==> config.mk <==
export PLATFORM = sky130hd
export DESIGN_NAME = deadline_sorted_event_queue
export DESIGN_NICKNAME = d
export VERILOG_FILES = /design/src/sv/dseq_pkg.sv /design/src/sv/deadline_sorted_event_queue.sv /design/src/sv/dseq_ram.sv /design/src/sv/dseq_ctrl.sv
export VERILOG_INCLUDE_DIRS = /design/src /design/src/sv
export SDC_FILE = /design/constraint.sdc
export NUM_CORES = 2
export LEC_CHECK = 0
export BUFFER_PORTS_ARGS = -buffer_cell sky130_fd_sc_hd__buf_2
export CAP_MARGIN = 10
export CELL_PAD_IN_SITES_DETAIL_PLACEMENT = 1
export CELL_PAD_IN_SITES_GLOBAL_PLACEMENT = 1
export CORE_ASPECT_RATIO = 1.2
export CORE_MARGIN = 2
export CORE_UTILIZATION = 60
export CTS_CLUSTER_SIZE = 40
export DETAILED_ROUTE_END_ITERATION = 10
export MAX_ROUTING_LAYER = met4
export PLACE_DENSITY = 0.85
export SLEW_MARGIN = 20
export SYNTH_ARGS = -nofsm -noshare
export SYNTH_HDL_FRONTEND = slang
export SYNTH_SLANG_ARGS = --single-unit
==> constraint.sdc <==
create_clock -name aclk -period 10.3 [get_ports aclk]
set_clock_uncertainty 0.05 [all_clocks]
set_input_delay 1.545 -clock aclk [delete_from_list [all_inputs] [get_ports aclk]]
set_output_delay 1.545 -clock aclk [all_outputs]
set_load 0.005 [all_outputs]
==> src/sv/deadline_sorted_event_queue_defines.svh <==
// assertion macros for the deadline sorted event queue
// used by files that carry concurrent checks; no other dependencies
`ifndef DEADLINE_SORTED_EVENT_QUEUE_DEFINES_SVH
`define DEADLINE_SORTED_EVENT_QUEUE_DEFINES_SVH
`ifndef SYNTHESIS
`define DSEQ_ASSERT(lbl, expr, msg) \
    lbl: assert property (@(posedge aclk) disable iff (!aresetn) (expr)) else $error(msg);
`define DSEQ_ASSERT_NEXT(lbl, ante, cons, msg) \
    lbl: assert property (@(posedge aclk) disable iff (!aresetn) (ante) |=> (cons)) \
        else $error(msg);
`else
`define DSEQ_ASSERT(lbl, expr, msg)
`define DSEQ_ASSERT_NEXT(lbl, ante, cons, msg)
`endif
`endif

==> src/sv/dseq_pkg.sv <==
// types and codes shared by the event queue modules
// no dependencies
package dseq_pkg;

    typedef enum logic [1:0] {
        KIND_ADD   = 2'd0,
        KIND_READD = 2'd1,
        KIND_TICK  = 2'd2,
        KIND_NONE  = 2'd3
    } kind_t;

    typedef enum logic {
        RES_ACK    = 1'b0,
        RES_EXPIRE = 1'b1
    } res_kind_t;

    typedef enum logic {
        ST_OK     = 1'b0,
        ST_NO_IVL = 1'b1
    } status_t;

    typedef enum logic [3:0] {
        S_IDLE,
        S_RM_RD,
        S_RM_CHK,
        S_IV_RD,
        S_IV_CHK,
        S_ADD,
        S_INS,
        S_INS_DL,
        S_INS_CMP,
        S_ACK,
        S_TK_RD,
        S_TK_DL,
        S_TK_CMP,
        S_TK_END
    } state_t;

    // ram port enables
    typedef struct packed {
        logic re;
        logic we;
    } mem_en_t;

    localparam int SLOT_IN_W = 4;
    localparam int TIME_W    = 64;

endpackage

==> src/sv/deadline_sorted_event_queue.sv <==
// Deadline sorted timer event queue, top level.
// s_ channel: one transfer per command. tuser carries the kind (add, re-add, tick),
// tdata the slot, interval and current time. m_ channel: acknowledgements for add and
// re-add (one transfer, tlast high) and expired events for a tick (one transfer per
// popped slot, tlast high on the final one; none if nothing expired).
// Commands are taken one at a time; s_tready is high only while the sequencer idles.
// Every step goes through three single port-pair rams (order list, deadlines,
// intervals) with registered reads, so the walk sets the timing:
// an add reads the stored interval, then walks from the tail, reading each entry
// and its deadline and moving it up while its deadline is later; a queued slot is
// first unlinked by a read of every queued entry in turn;
// a tick reads the head entry and its deadline and pops it while it has expired.
// Reset empties the queue and forgets all stored intervals at once; there is no
// clearing pass. A result waits in an output register; while m_tready is low the
// sequencer holds at the next result it has to send.
// depends on dseq_pkg, dseq_ram and dseq_ctrl
module deadline_sorted_event_queue
    import dseq_pkg::*;
#(
    parameter int SLOTS = 16
) (
    input  logic         aclk,
    input  logic         aresetn,
    input  logic         s_tvalid,
    output logic         s_tready,
    input  logic [135:0] s_tdata,  // event_slot[3:0], interval[67:4], now[131:68], zero pad
    input  logic [1:0]   s_tuser,  // kind[1:0]
    output logic         m_tvalid,
    input  logic         m_tready,
    output logic [7:0]   m_tdata,  // slot_out[3:0], status[4], zero pad
    output logic         m_tuser,  // result_kind[0]
    output logic         m_tlast
);

    localparam int SW = $clog2(SLOTS);
    localparam int CW = $clog2(SLOTS + 1);

    mem_en_t              ord_en, dl_en, iv_en;
    logic [SW-1:0]        ord_waddr, ord_wdata, ord_raddr, ord_rdata;
    logic [SW-1:0]        dl_waddr, dl_raddr, iv_waddr, iv_raddr;
    logic [TIME_W-1:0]    dl_wdata, dl_rdata, iv_wdata, iv_rdata;
    res_kind_t            out_kind;
    status_t              out_status;
    logic [SLOT_IN_W-1:0] out_slot;

    dseq_ctrl #(.SLOTS(SLOTS), .SW(SW), .CW(CW)) u_ctrl (
        .aclk        (aclk),
        .aresetn     (aresetn),
        .in_valid    (s_tvalid),
        .in_ready    (s_tready),
        .in_kind     (kind_t'(s_tuser)),
        .in_slot     (s_tdata[3:0]),
        .in_interval (s_tdata[67:4]),
        .in_now      (s_tdata[131:68]),
        .out_valid   (m_tvalid),
        .out_ready   (m_tready),
        .out_kind    (out_kind),
        .out_slot    (out_slot),
        .out_status  (out_status),
        .out_last    (m_tlast),
        .ord_en      (ord_en),
        .ord_waddr   (ord_waddr),
        .ord_wdata   (ord_wdata),
        .ord_raddr   (ord_raddr),
        .ord_rdata   (ord_rdata),
        .dl_en       (dl_en),
        .dl_waddr    (dl_waddr),
        .dl_wdata    (dl_wdata),
        .dl_raddr    (dl_raddr),
        .dl_rdata    (dl_rdata),
        .iv_en       (iv_en),
        .iv_waddr    (iv_waddr),
        .iv_wdata    (iv_wdata),
        .iv_raddr    (iv_raddr),
        .iv_rdata    (iv_rdata)
    );

    dseq_ram #(.WIDTH(SW), .DEPTH(SLOTS), .AW(SW)) u_order_ram (
        .aclk  (aclk),
        .en    (ord_en),
        .waddr (ord_waddr),
        .wdata (ord_wdata),
        .raddr (ord_raddr),
        .rdata (ord_rdata)
    );

    dseq_ram #(.WIDTH(TIME_W), .DEPTH(SLOTS), .AW(SW)) u_deadline_ram (
        .aclk  (aclk),
        .en    (dl_en),
        .waddr (dl_waddr),
        .wdata (dl_wdata),
        .raddr (dl_raddr),
        .rdata (dl_rdata)
    );

    dseq_ram #(.WIDTH(TIME_W), .DEPTH(SLOTS), .AW(SW)) u_interval_ram (
        .aclk  (aclk),
        .en    (iv_en),
        .waddr (iv_waddr),
        .wdata (iv_wdata),
        .raddr (iv_raddr),
        .rdata (iv_rdata)
    );

    assign m_tdata = {3'b000, out_status, out_slot};
    assign m_tuser = out_kind;

endmodule

==> src/sv/dseq_ram.sv <==
// simple dual port ram, one write and one registered read port
// depends on dseq_pkg
module dseq_ram
    import dseq_pkg::*;
#(
    parameter int WIDTH = 64,
    parameter int DEPTH = 16,
    parameter int AW    = 4
) (
    input  logic             aclk,
    input  mem_en_t          en,
    input  logic [AW-1:0]    waddr,
    input  logic [WIDTH-1:0] wdata,
    input  logic [AW-1:0]    raddr,
    output logic [WIDTH-1:0] rdata
);

    logic [WIDTH-1:0] mem [DEPTH];
    logic [WIDTH-1:0] rdata_reg;

    always_ff @(posedge aclk) begin
        if (en.we) begin
            mem[waddr] <= wdata;
        end
        if (en.re) begin
            rdata_reg <= mem[raddr];
        end
    end

    assign rdata = rdata_reg;

endmodule

==> src/sv/dseq_ctrl.sv <==
// sequencer for the event queue: removal, insertion walk and expiry pops
// depends on dseq_pkg and the assertion macro header
`include "deadline_sorted_event_queue_defines.svh"
module dseq_ctrl
    import dseq_pkg::*;
#(
    parameter int SLOTS = 16,
    parameter int SW    = 4,
    parameter int CW    = 5
) (
    input  logic                 aclk,
    input  logic                 aresetn,
    input  logic                 in_valid,
    output logic                 in_ready,
    input  kind_t                in_kind,
    input  logic [SLOT_IN_W-1:0] in_slot,
    input  logic [TIME_W-1:0]    in_interval,
    input  logic [TIME_W-1:0]    in_now,
    output logic                 out_valid,
    input  logic                 out_ready,
    output res_kind_t            out_kind,
    output logic [SLOT_IN_W-1:0] out_slot,
    output status_t              out_status,
    output logic                 out_last,
    // order list ram
    output mem_en_t              ord_en,
    output logic [SW-1:0]        ord_waddr,
    output logic [SW-1:0]        ord_wdata,
    output logic [SW-1:0]        ord_raddr,
    input  logic [SW-1:0]        ord_rdata,
    // deadline ram
    output mem_en_t              dl_en,
    output logic [SW-1:0]        dl_waddr,
    output logic [TIME_W-1:0]    dl_wdata,
    output logic [SW-1:0]        dl_raddr,
    input  logic [TIME_W-1:0]    dl_rdata,
    // interval ram
    output mem_en_t              iv_en,
    output logic [SW-1:0]        iv_waddr,
    output logic [TIME_W-1:0]    iv_wdata,
    output logic [SW-1:0]        iv_raddr,
    input  logic [TIME_W-1:0]    iv_rdata
);

    state_t                state_reg, state_next;
    kind_t                 kind_reg, kind_next;
    logic [SW-1:0]         slot_reg, slot_next;
    logic [TIME_W-1:0]     ival_reg, ival_next;
    logic [TIME_W-1:0]     now_reg, now_next;
    logic [TIME_W-1:0]     dl_reg, dl_next;
    logic [CW-1:0]         idx_reg, idx_next;
    logic                  found_reg, found_next;
    logic [SW-1:0]         head_reg, head_next;
    logic [CW-1:0]         cnt_reg, cnt_next;
    logic [SLOTS-1:0]      queued_reg, queued_next;
    logic [SLOTS-1:0]      ivld_reg, ivld_next;
    status_t               status_reg, status_next;
    logic [SW-1:0]         entry_reg, entry_next;
    logic                  pend_vld_reg, pend_vld_next;
    logic [SW-1:0]         pend_slot_reg, pend_slot_next;
    logic                  m_valid_reg, m_valid_next;
    res_kind_t             m_kind_reg, m_kind_next;
    logic [SLOT_IN_W-1:0]  m_slot_reg, m_slot_next;
    status_t               m_status_reg, m_status_next;
    logic                  m_last_reg, m_last_next;

    logic                  can_emit;
    logic                  slot_ok;
    logic [TIME_W-1:0]     stored_ival;

    // logical list position to ram address, list is circular from head
    function automatic logic [SW-1:0] phys(input logic [SW-1:0] h, input logic [CW-1:0] i);
        logic [SW:0] sum;
        sum = {1'b0, h} + (SW+1)'(i);
        if (sum >= (SW+1)'(SLOTS)) begin
            sum = sum - (SW+1)'(SLOTS);
        end
        return sum[SW-1:0];
    endfunction

    assign can_emit    = !m_valid_reg || out_ready;
    assign slot_ok     = (32'(in_slot) < SLOTS);
    assign stored_ival = ivld_reg[slot_reg] ? iv_rdata : '0;
    assign in_ready    = (state_reg == S_IDLE);

    always_ff @(posedge aclk) begin
        if (!aresetn) begin
            state_reg    <= S_IDLE;
            cnt_reg      <= '0;
            head_reg     <= '0;
            queued_reg   <= '0;
            ivld_reg     <= '0;
            pend_vld_reg <= 1'b0;
            m_valid_reg  <= 1'b0;
            status_reg   <= ST_OK;
            found_reg    <= 1'b0;
        end else begin
            state_reg    <= state_next;
            cnt_reg      <= cnt_next;
            head_reg     <= head_next;
            queued_reg   <= queued_next;
            ivld_reg     <= ivld_next;
            pend_vld_reg <= pend_vld_next;
            m_valid_reg  <= m_valid_next;
            status_reg   <= status_next;
            found_reg    <= found_next;
        end
    end

    always_ff @(posedge aclk) begin
        kind_reg      <= kind_next;
        slot_reg      <= slot_next;
        ival_reg      <= ival_next;
        now_reg       <= now_next;
        dl_reg        <= dl_next;
        idx_reg       <= idx_next;
        entry_reg     <= entry_next;
        pend_slot_reg <= pend_slot_next;
        m_kind_reg    <= m_kind_next;
        m_slot_reg    <= m_slot_next;
        m_status_reg  <= m_status_next;
        m_last_reg    <= m_last_next;
    end

    always_comb begin
        state_next     = state_reg;
        kind_next      = kind_reg;
        slot_next      = slot_reg;
        ival_next      = ival_reg;
        now_next       = now_reg;
        dl_next        = dl_reg;
        idx_next       = idx_reg;
        found_next     = found_reg;
        head_next      = head_reg;
        cnt_next       = cnt_reg;
        queued_next    = queued_reg;
        ivld_next      = ivld_reg;
        status_next    = status_reg;
        entry_next     = entry_reg;
        pend_vld_next  = pend_vld_reg;
        pend_slot_next = pend_slot_reg;
        m_valid_next   = m_valid_reg && !out_ready;
        m_kind_next    = m_kind_reg;
        m_slot_next    = m_slot_reg;
        m_status_next  = m_status_reg;
        m_last_next    = m_last_reg;
        ord_en         = '0;
        ord_waddr      = '0;
        ord_wdata      = '0;
        ord_raddr      = '0;
        dl_en          = '0;
        dl_waddr       = slot_reg;
        dl_wdata       = dl_reg;
        dl_raddr       = ord_rdata;
        iv_en          = '0;
        iv_waddr       = slot_reg;
        iv_wdata       = ival_reg;
        iv_raddr       = slot_reg;

        case (state_reg)
            S_IDLE: begin
                kind_next = in_kind;
                slot_next = SW'(in_slot);
                ival_next = in_interval;
                now_next  = in_now;
                idx_next  = '0;
                found_next = 1'b0;
                if (in_valid) begin
                    if (in_kind == KIND_TICK) begin
                        state_next = S_TK_RD;
                    end else if ((in_kind == KIND_ADD || in_kind == KIND_READD) && slot_ok) begin
                        state_next = queued_reg[SW'(in_slot)] ? S_RM_RD : S_IV_RD;
                    end
                end
            end
            S_RM_RD: begin
                ord_en.re  = 1'b1;
                ord_raddr  = phys(head_reg, idx_reg);
                state_next = S_RM_CHK;
            end
            S_RM_CHK: begin
                // entries after the removed one move down by one
                if (found_reg) begin
                    ord_en.we = 1'b1;
                    ord_waddr = phys(head_reg, idx_reg - CW'(1));
                    ord_wdata = ord_rdata;
                end
                if (ord_rdata == slot_reg) begin
                    found_next = 1'b1;
                end
                idx_next = idx_reg + CW'(1);
                if (idx_reg + CW'(1) == cnt_reg) begin
                    cnt_next              = cnt_reg - CW'(1);
                    queued_next[slot_reg] = 1'b0;
                    state_next            = S_IV_RD;
                end else begin
                    state_next = S_RM_RD;
                end
            end
            S_IV_RD: begin
                iv_en.re   = 1'b1;
                state_next = S_IV_CHK;
            end
            S_IV_CHK: begin
                state_next = S_ADD;
                if (kind_reg == KIND_READD && ival_reg == '0) begin
                    if (stored_ival == '0) begin
                        status_next = ST_NO_IVL;
                        state_next  = S_ACK;
                    end else begin
                        ival_next = stored_ival;
                    end
                end
            end
            S_ADD: begin
                dl_next             = now_reg + ival_reg;
                iv_en.we            = 1'b1;
                ivld_next[slot_reg] = 1'b1;
                idx_next            = cnt_reg;
                state_next          = S_INS;
            end
            S_INS: begin
                // walk from the tail towards the head
                dl_en.we = 1'b1;
                if (idx_reg == '0) begin
                    ord_en.we             = 1'b1;
                    ord_waddr             = head_reg;
                    ord_wdata             = slot_reg;
                    cnt_next              = cnt_reg + CW'(1);
                    queued_next[slot_reg] = 1'b1;
                    state_next            = S_ACK;
                end else begin
                    ord_en.re  = 1'b1;
                    ord_raddr  = phys(head_reg, idx_reg - CW'(1));
                    state_next = S_INS_DL;
                end
            end
            S_INS_DL: begin
                entry_next = ord_rdata;
                dl_en.re   = 1'b1;
                state_next = S_INS_CMP;
            end
            S_INS_CMP: begin
                ord_en.we = 1'b1;
                ord_waddr = phys(head_reg, idx_reg);
                if (dl_rdata > dl_reg) begin
                    ord_wdata  = entry_reg;
                    idx_next   = idx_reg - CW'(1);
                    state_next = S_INS;
                end else begin
                    ord_wdata             = slot_reg;
                    cnt_next              = cnt_reg + CW'(1);
                    queued_next[slot_reg] = 1'b1;
                    state_next            = S_ACK;
                end
            end
            S_ACK: begin
                if (can_emit) begin
                    m_valid_next  = 1'b1;
                    m_kind_next   = RES_ACK;
                    m_slot_next   = SLOT_IN_W'(slot_reg);
                    m_status_next = status_reg;
                    m_last_next   = 1'b1;
                    status_next   = ST_OK;
                    state_next    = S_IDLE;
                end
            end
            S_TK_RD: begin
                if (cnt_reg == '0) begin
                    state_next = S_TK_END;
                end else begin
                    ord_en.re  = 1'b1;
                    ord_raddr  = head_reg;
                    state_next = S_TK_DL;
                end
            end
            S_TK_DL: begin
                entry_next = ord_rdata;
                dl_en.re   = 1'b1;
                state_next = S_TK_CMP;
            end
            S_TK_CMP: begin
                if (now_reg >= dl_rdata) begin
                    // an earlier pop goes out once this one proves it was not last
                    if (!pend_vld_reg || can_emit) begin
                        if (pend_vld_reg) begin
                            m_valid_next  = 1'b1;
                            m_kind_next   = RES_EXPIRE;
                            m_slot_next   = SLOT_IN_W'(pend_slot_reg);
                            m_status_next = ST_OK;
                            m_last_next   = 1'b0;
                        end
                        pend_vld_next          = 1'b1;
                        pend_slot_next         = entry_reg;
                        head_next              = phys(head_reg, CW'(1));
                        cnt_next               = cnt_reg - CW'(1);
                        queued_next[entry_reg] = 1'b0;
                        state_next             = S_TK_RD;
                    end
                end else begin
                    state_next = S_TK_END;
                end
            end
            S_TK_END: begin
                if (!pend_vld_reg) begin
                    state_next = S_IDLE;
                end else if (can_emit) begin
                    m_valid_next  = 1'b1;
                    m_kind_next   = RES_EXPIRE;
                    m_slot_next   = SLOT_IN_W'(pend_slot_reg);
                    m_status_next = ST_OK;
                    m_last_next   = 1'b1;
                    pend_vld_next = 1'b0;
                    state_next    = S_IDLE;
                end
            end
            default: begin
                state_next = S_IDLE;
            end
        endcase
    end

    assign out_valid  = m_valid_reg;
    assign out_kind   = m_kind_reg;
    assign out_slot   = m_slot_reg;
    assign out_status = m_status_reg;
    assign out_last   = m_last_reg;

    `DSEQ_ASSERT(a_cnt_range, cnt_reg <= CW'(SLOTS), "queue count exceeds slot count")
    `DSEQ_ASSERT(a_cnt_flags, $countones(queued_reg) == int'(cnt_reg), "flags disagree with count")
    `DSEQ_ASSERT(a_pend_tick, !pend_vld_reg || state_reg == S_TK_RD || state_reg == S_TK_DL || state_reg == S_TK_CMP || state_reg == S_TK_END, "pending expiry outside tick")
    `DSEQ_ASSERT_NEXT(a_empty_tick, state_reg == S_TK_RD && cnt_reg == '0, state_reg == S_TK_END, "empty queue tick did not finish")

endmodule
**Yosys cells after proc, flatten, opt, wreduce, memory -nomap -nowiden**

Memories as Yosys holds them, arrays and structs flattened. A register that Yosys moved wholly into a read port is not among the register bits.
Cells that the tools add are included.

- Register bits after elaboration: 267
- Bits in writable memories: 2,112
- Input bits: 142
- Output and inout bits: 12
- Logic and storage cells: 229
- Memories: 3

- Add/sub/neg operators: 11
- $lt $le $gt $ge: 10
- Eq/ne operators: 35
- Muxes and demuxes: 109
- Bitwise gates (word level): 6
- Reductions and logical operators: 34

Memories:

| memory | words | bits a word | rd ports | clocked after Yosys merged registers in | write ports | RTL line | source |
|---|---|---|---|---|---|---|---|
| u_deadline_ram.mem | 16 | 64 | 1 | 1 | 1 | dseq_ram.sv:18 | `logic [WIDTH-1:0] mem [DEPTH];` |
| u_interval_ram.mem | 16 | 64 | 1 | 1 | 1 | dseq_ram.sv:18 |  |
| u_order_ram.mem | 16 | 4 | 1 | 1 | 1 | dseq_ram.sv:18 |  |

Operator list:

| kind | number |
|---|---|
| $mux 64 | 3 |
| $logic_not 64->1 | 2 |
| $pmux 64 s2 | 1 |
| $mux 4 | 27 |
| $mux 16 | 5 |
| $add 64x64->64 | 1 |
| $ge 64x64->1 | 1 |
| $gt 64x64->1 | 1 |
| $pmux 16 s4 | 1 |
| $pmux 4 s14 | 1 |
| $pmux 4 s3 | 4 |
| $mux 1 | 43 |
| $pmux 5 s4 | 2 |
| $and 16x16->16 | 2 |
| $not 16->16 | 2 |
| $or 16x16->16 | 2 |
| $mux 5 | 6 |
| $eq 4x4->1 const B | 6 |
| $ne 2x1->1 const B | 12 |
| $pmux 1 s3 | 6 |
| $eq 4x3->1 const B | 4 |
| $ge 5x5->1 const B | 3 |
| $lt 4x5->1 const B | 3 |
| $reduce_and 3->1 | 4 |
| other kinds (35) | 63 |

**Depth between registers and ports, before layout**

- Depth after elaboration: 9
- Depth in mapped cells: 14
- Gate-level depth less buffers: 14

**Cells and area by module**

A second synthesis with hierarchy kept.

- Cells, all modules: 5,364
- Area, all modules: 101,592.4 µm²

By module, submodules not included:

| module | times used | cells an instance | area each (µm²) | seq. area each (µm²) |
|---|---|---|---|---|
| dseq_ram (u_deadline_ram ...) | 2 | 1,647 | 40,222.3 | 32,671.3 |
| dseq_ctrl | 1 | 1,935 | 18,407.7 | 7,527.2 |
| dseq_ram (u_order_ram) | 1 | 130 | 2,706.3 | 2,042.0 |
| deadline_sorted_event_queue | 1 | 5 | 33.8 | 0.0 |

**Worst setup path before layout**

OpenSTA, ideal clock, no wires.

- Kind: reg2reg
- Start point: register u_ctrl.state_reg[1]
- End point: register u_ctrl.ival_reg[0], in the netlist u_ctrl.iv_wdata[0], enable pin
- Setup time: 0.487 ns
- Data arrival time: 5.156 ns
- Required time: 9.763 ns
- Path slack: 4.607 ns
- Cell stages (with the launch flop): 7
- Buffers on the path: 1
- Clock period less this slack: 5.693 ns
- Path through: dfxtp_1 -> clkbuf_1 -> nor2_1 -> nand2_1 -> inv_1 -> nor2_1 -> nor2_1

- Cells in the longest elaborated chain, start to end: 3
- Elaborated cells on any way between the ends: 6
- Those cells by class: 3 x eq/ne; 3 x reduce/logical

RTL lines:

| what | RTL line | source |
|---|---|---|
| start, declared | dseq_ctrl.sv:45 | `state_t state_reg, state_next;` |
| start signal, assigned | dseq_ctrl.sv:98 | `state_reg <= state_next;` |
| $logic_not 4->1 | - |  |
| net s_tready | deadline_sorted_event_queue.sv:25 | `output logic s_tready,` |
| $reduce_bool 2->1 (no source line) | - |  |
| $reduce_and 3->1 (no source line) | - |  |
| end signal, assigned | dseq_ctrl.sv:113 | `ival_reg <= ival_next;` |
| end, declared | dseq_ctrl.sv:48 | `logic [TIME_W-1:0] ival_reg, ival_next;` |

The timed path passes the listed nets, and every way through them passes these cells.
A chain may end at the register's enable or synchronous reset.

**Worst setup path in the final report**

- Start point: register u_ctrl.ival_reg[21], in the netlist u_ctrl.iv_wdata[21]
- End point: register u_ctrl.ival_reg[21], in the netlist u_ctrl.iv_wdata[21], enable pin

- Cells in the longest elaborated chain, start to end: 4

RTL lines:

| what | RTL line | source |
|---|---|---|
| $logic_not 64->1 | dseq_ctrl.sv:206 | `if (kind_reg == KIND_READD && ival_reg == '0) begin` |
| $logic_and 1x1->1 | dseq_ctrl.sv:206 |  |
| $ne 2x1->1 (no source line) | - |  |
| $reduce_and 3->1 (no source line) | - |  |

Every way passes these cells.

==> impl_metrics.sql <==
INSERT INTO impl_metrics (metric_group, metric, value, unit) VALUES
('global_route', 'grt_first_pass_wirelength', '427000', 'um'),
('pwr', 'combPwrFrac', '29.3', '%'),
('sta', 'transition_time_at_the_pin_with_the_least_slew_margin', '1300', 'ps'),
('synthesis', 'number_of_synthesized_flops_with_an_enable_pin', '2462', ''),
('sta', 'rsz0062_at_grt', 'no', ''),
('global_route', 'overall_overflow_remaining_after_global_route', '0', ''),
('sta', 'timing.final.max_slew_violations', '0', ''),
('hold_path', 'worstHoldEndpoint', 'u_ctrl.queued_reg[3]', ''),
('place', 'gpl_congestion', '0.937', ''),
('place', 'postPlaceCellArea', '105000', 'um2'),
('floorplanning', 'die_area', '172000', 'um2'),
('final_layout', 'num-nets-final', '5695', ''),
('floorplanning', 'rows', '165', ''),
('sta', 'total_negative_setup_slack', '0', 'ps'),
('clock_tree', 'tritoncts.num_buffers', '229', ''),
('final_layout', 'mostFrequentLayoutCell', 'sky130_fd_sc_hd__edfxtp_1', ''),
('setup_path', 'worstSetupPathType', 'reg -> reg', ''),
('synthesis', 'syn_area_per_cell', '20.0', 'um2'),
('synthesis', 'sequential_to_total_area_share_from_yosys_stat', '73.9', '%'),
('setup_path', 'crit_path_end_kind', 'register', ''),
('clock_tree', 'htree_levels', '4', ''),
('synthesis', 'synth.area.top_cells', 'sky130_fd_sc_hd__edfxtp_1 73%, sky130_fd_sc_hd__mux4_2 14%, sky130_fd_sc_hd__ha_1 2.5%', ''),
('status', 'status', 'complete, no violations', ''),
('synthesis', 'synthesis.instances', '5072', ''),
('sta', 'max_clock_freq', '0.180', 'GHz'),
('setup_path', 'worst_reg2reg_startpoint', 'u_ctrl.iv_wdata[21]', ''),
('synthesis', 'synthDominantCellAreaShare', '72.9', '%'),
('sta', 'setup_violations', '0', ''),
('clock_tree', 'cts_post_setup_buffers_inserted', '0', ''),
('pwr', 'power.sequential.fraction', '44.1', '%'),
('setup_path', 'regToRegSetupSlack', '4740', 'ps'),
('clock_tree', 'cts_repair_resize_count', '0', ''),
('drt', 'drcViolationCount', '0', ''),
('pwr', 'powerDensity', '284', 'nW/um2'),
('setup_path', 'critPathSlowestCell', 'sky130_fd_sc_hd__nor4_1', ''),
('global_route', 'grt_start_max_net_pins', '145', ''),
('clock_tree', 'ctsLongestPathBuffers', '3', ''),
('hold_path', 'worstHoldStart', 'u_ctrl.queued_reg[3]', ''),
('place', 'dp.final_hpwl', '164000', 'um'),
('final_layout', 'final_cell_mix', '2,462 x sky130_fd_sc_hd__edfxtp_1, 650 x sky130_fd_sc_hd__mux4_2, 268 x sky130_fd_sc_hd__nand2_1', ''),
('final_layout', 'final_cell_area', '113000', 'um2'),
('final_layout', 'fraction_of_layout_instances_using_a_drive_strength_above_1', '24.1', '%'),
('drt', 'ant_nets', '0', ''),
('synthesis', 'asyncSetResetFlopFracSynth', '0', '%'),
('hold_path', 'min-delay-path-class', 'reg -> reg', ''),
('final_layout', 'area_growth', '11.1', '%'),
('pwr', 'clock_power_share', '26.6', '%'),
('pwr', 'static_leakage_power', '37.1', 'nW'),
('sta', 'timing.final.crit_period', '5560', 'ps'),
('setup_path', 'worstPathMaxFanout', '44', ''),
('pwr', 'sw_frac_of_total', '33.0', '%'),
('sta', 'share_of_the_clock_period_used_by_the_worst_path_after_layout', '54.0', '%'),
('setup_path', 'path_common_cell', 'sky130_fd_sc_hd__nor4_1', ''),
('synthesis', 'syn_area', '101000', 'um2'),
('final_layout', 'layout_top_registers', 'u_deadline_ram.mem: 1024 flops, u_interval_ram.mem: 1024 flops', ''),
('final_layout', 'fill_cells', '13600', ''),
('global_route', 'overall_fraction_of_global_route_tracks_in_use', '36.5', '%'),
('sta', 'slew_headroom', '12.3', '%'),
('setup_path', 'path_delay_family', 'simple AND/OR/NAND/NOR gates', ''),
('global_route', 'number_of_antenna_violations_at_the_first_check_in_global_routing', '10', ''),
('pwr', 'vdd_ir_drop_max', '0.241', 'mV'),
('floorplanning', 'top_level_ports', '154', ''),
('setup_path', 'worst_r2r_endpoint', 'u_ctrl.iv_wdata[21]', ''),
('final_layout', 'layout.core_utilization', '67.0', '%'),
('synthesis', 'netlist.top_cell.by_area', 'sky130_fd_sc_hd__edfxtp_1', ''),
('clock_tree', 'clock_sink_count', '2511', ''),
('floorplanning', 'fp.dieH', '454', 'um'),
('setup_path', 'worst-path-buf-inv', '1', ''),
('floorplanning', 'floorplan.initialDensity', '60.3', '%'),
('hold_path', 'hold_path_depth', '2', ''),
('clock_tree', 'worst_setup_hold_path_clk_slew', '70', 'ps');
cell usage after synthesis (10+ instances only):
| cell | number |
|---|---|
| sky130_fd_sc_hd__nand3_1 | 50 |
| sky130_fd_sc_hd__nor3_1 | 19 |
| sky130_fd_sc_hd__o211ai_1 | 10 |
| sky130_fd_sc_hd__edfxtp_1 | 2462 |
| sky130_fd_sc_hd__nand2b_1 | 26 |
| sky130_fd_sc_hd__o22ai_2 | 10 |
| sky130_fd_sc_hd__a21o_1 | 82 |
| sky130_fd_sc_hd__dfxtp_1 | 49 |
| sky130_fd_sc_hd__o21ai_0 | 141 |
| sky130_fd_sc_hd__clkbuf_1 | 152 |
| sky130_fd_sc_hd__nor4_1 | 40 |
| sky130_fd_sc_hd__a211oi_1 | 35 |
| sky130_fd_sc_hd__nor2b_1 | 21 |
| sky130_fd_sc_hd__mux4_2 | 650 |
| sky130_fd_sc_hd__and2_1 | 25 |
| sky130_fd_sc_hd__xnor2_1 | 44 |
| sky130_fd_sc_hd__nand2_1 | 269 |
| sky130_fd_sc_hd__nand4_1 | 52 |
| sky130_fd_sc_hd__and3_1 | 25 |
| sky130_fd_sc_hd__mux2i_1 | 10 |
| sky130_fd_sc_hd__a21oi_1 | 120 |
| sky130_fd_sc_hd__inv_1 | 175 |
| sky130_fd_sc_hd__a31oi_1 | 17 |
| sky130_fd_sc_hd__xor2_1 | 40 |
| sky130_fd_sc_hd__buf_1 | 58 |
| sky130_fd_sc_hd__nor2_1 | 118 |
| sky130_fd_sc_hd__ha_1 | 203 |
| sky130_fd_sc_hd__o21a_1 | 25 |
stage by stage:
stage / setup slack [ps] / hold WS, ps / power, W / instances
final: 4740 / 416 / 0.0320 / 7798
after global routing: 4730 / 437 / 0.0328 / 7797
after CTS: 4950 / 413 / 0.0318 / 7791
after detailed placement: 5150 / 398 / 0.0230 / 7368
after global placement: 5400 / 390 / 0.0225 / 7368
after floorplan: 4610 / 374 / 0.0199 / 5074
cells by family (layout without fill, tap and decap cells):
| group | count (synthesis) | after routing | share of synthesized area [%] |
|---|---|---|---|
| flip-flops | 2511 | 2511 | 73.9 |
| AO/OA/AOI/OAI | 534 | 534 | 3.46 |
| other | 1 | 9 | 0.00370 |
| buffers and inverters | 397 | 861 | 1.52 |
| adder cells (fa/ha/maj) | 207 | 207 | 2.59 |
| AND/OR/NAND/NOR | 674 | 674 | 3.20 |
| multiplexers | 664 | 664 | 14.6 |
| XOR/XNOR | 84 | 84 | 0.726 |
worst reg2reg max path: stages, from the launching register on:
cell and delay [ps]:
sky130_fd_sc_hd__edfxtp_1 690, sky130_fd_sc_hd__nor4_1 480, sky130_fd_sc_hd__nand2_1 360, sky130_fd_sc_hd__nor4_1 370, sky130_fd_sc_hd__nand3_1 150, sky130_fd_sc_hd__nor4_1 1090
sky130_fd_sc_hd__nor2_1 250, sky130_fd_sc_hd__nor2_4 870, sky130_fd_sc_hd__buf_4 760
how the worst max path moves through the flow:
| stage | start | end | cells past startpoint |
|---|---|---|---|
| final | u_ctrl.iv_wdata[21] | u_ctrl.iv_wdata[21] | 8 |
| after global routing | u_ctrl.dl_wdata[37] | u_order_ram.mem[1][1] | 12 |
| after CTS | u_ctrl.iv_wdata[21] | u_ctrl.iv_wdata[21] | 8 |
| after detailed placement | u_ctrl.dl_wdata[38] | u_order_ram.mem[3][1] | 12 |
| after global placement | u_ctrl.iv_wdata[21] | u_ctrl.iv_wdata[21] | 8 |
| after floorplan | u_ctrl.state_reg[1] | u_ctrl.iv_wdata[0] | 6 |
final cells by class:
| class | instances | area, um2 | share of cell area (%) |
|---|---|---|---|
| flip-flops and latches | 2511 | 74900 | 66.5 |
| multi-input cells | 2166 | 25200 | 22.4 |
| clock buffers | 280 | 5990 | 5.32 |
| well taps | 2254 | 2820 | 2.51 |
| repair buffers | 263 | 1680 | 1.49 |
| clock inverters | 143 | 1300 | 1.15 |
| inverters | 175 | 661 | 0.587 |
| diodes | 6 | 15.0 | 0.0133 |
power by group through the flow:
stage / Clock, W / Combinational, W / Sequential, W
global placement: 0 / 0.00845 / 0.0141
global route: 0.00885 / 0.00982 / 0.0141
floorplan: 0 / 0.00632 / 0.0136
detailed placement: 0 / 0.00884 / 0.0142
finish: 0.00850 / 0.00935 / 0.0141
CTS: 0.00855 / 0.00924 / 0.0140
routing by layer:
layer / share of wire (%) / global-route usage, % / vias to the layer above / wire length [um]
met1: 34 / 45.0 / 29000 / 101000
met2: 50 / 58.6 / 4328 / 150000
met5: 0 / - / - / 0
met3: 9.9 / 5.96 / 978 / 29700
li1: - / - / 21400 / -
met4: 6.2 / 20.0 / 0 / 18500
(Power assumes the default switching activity.)
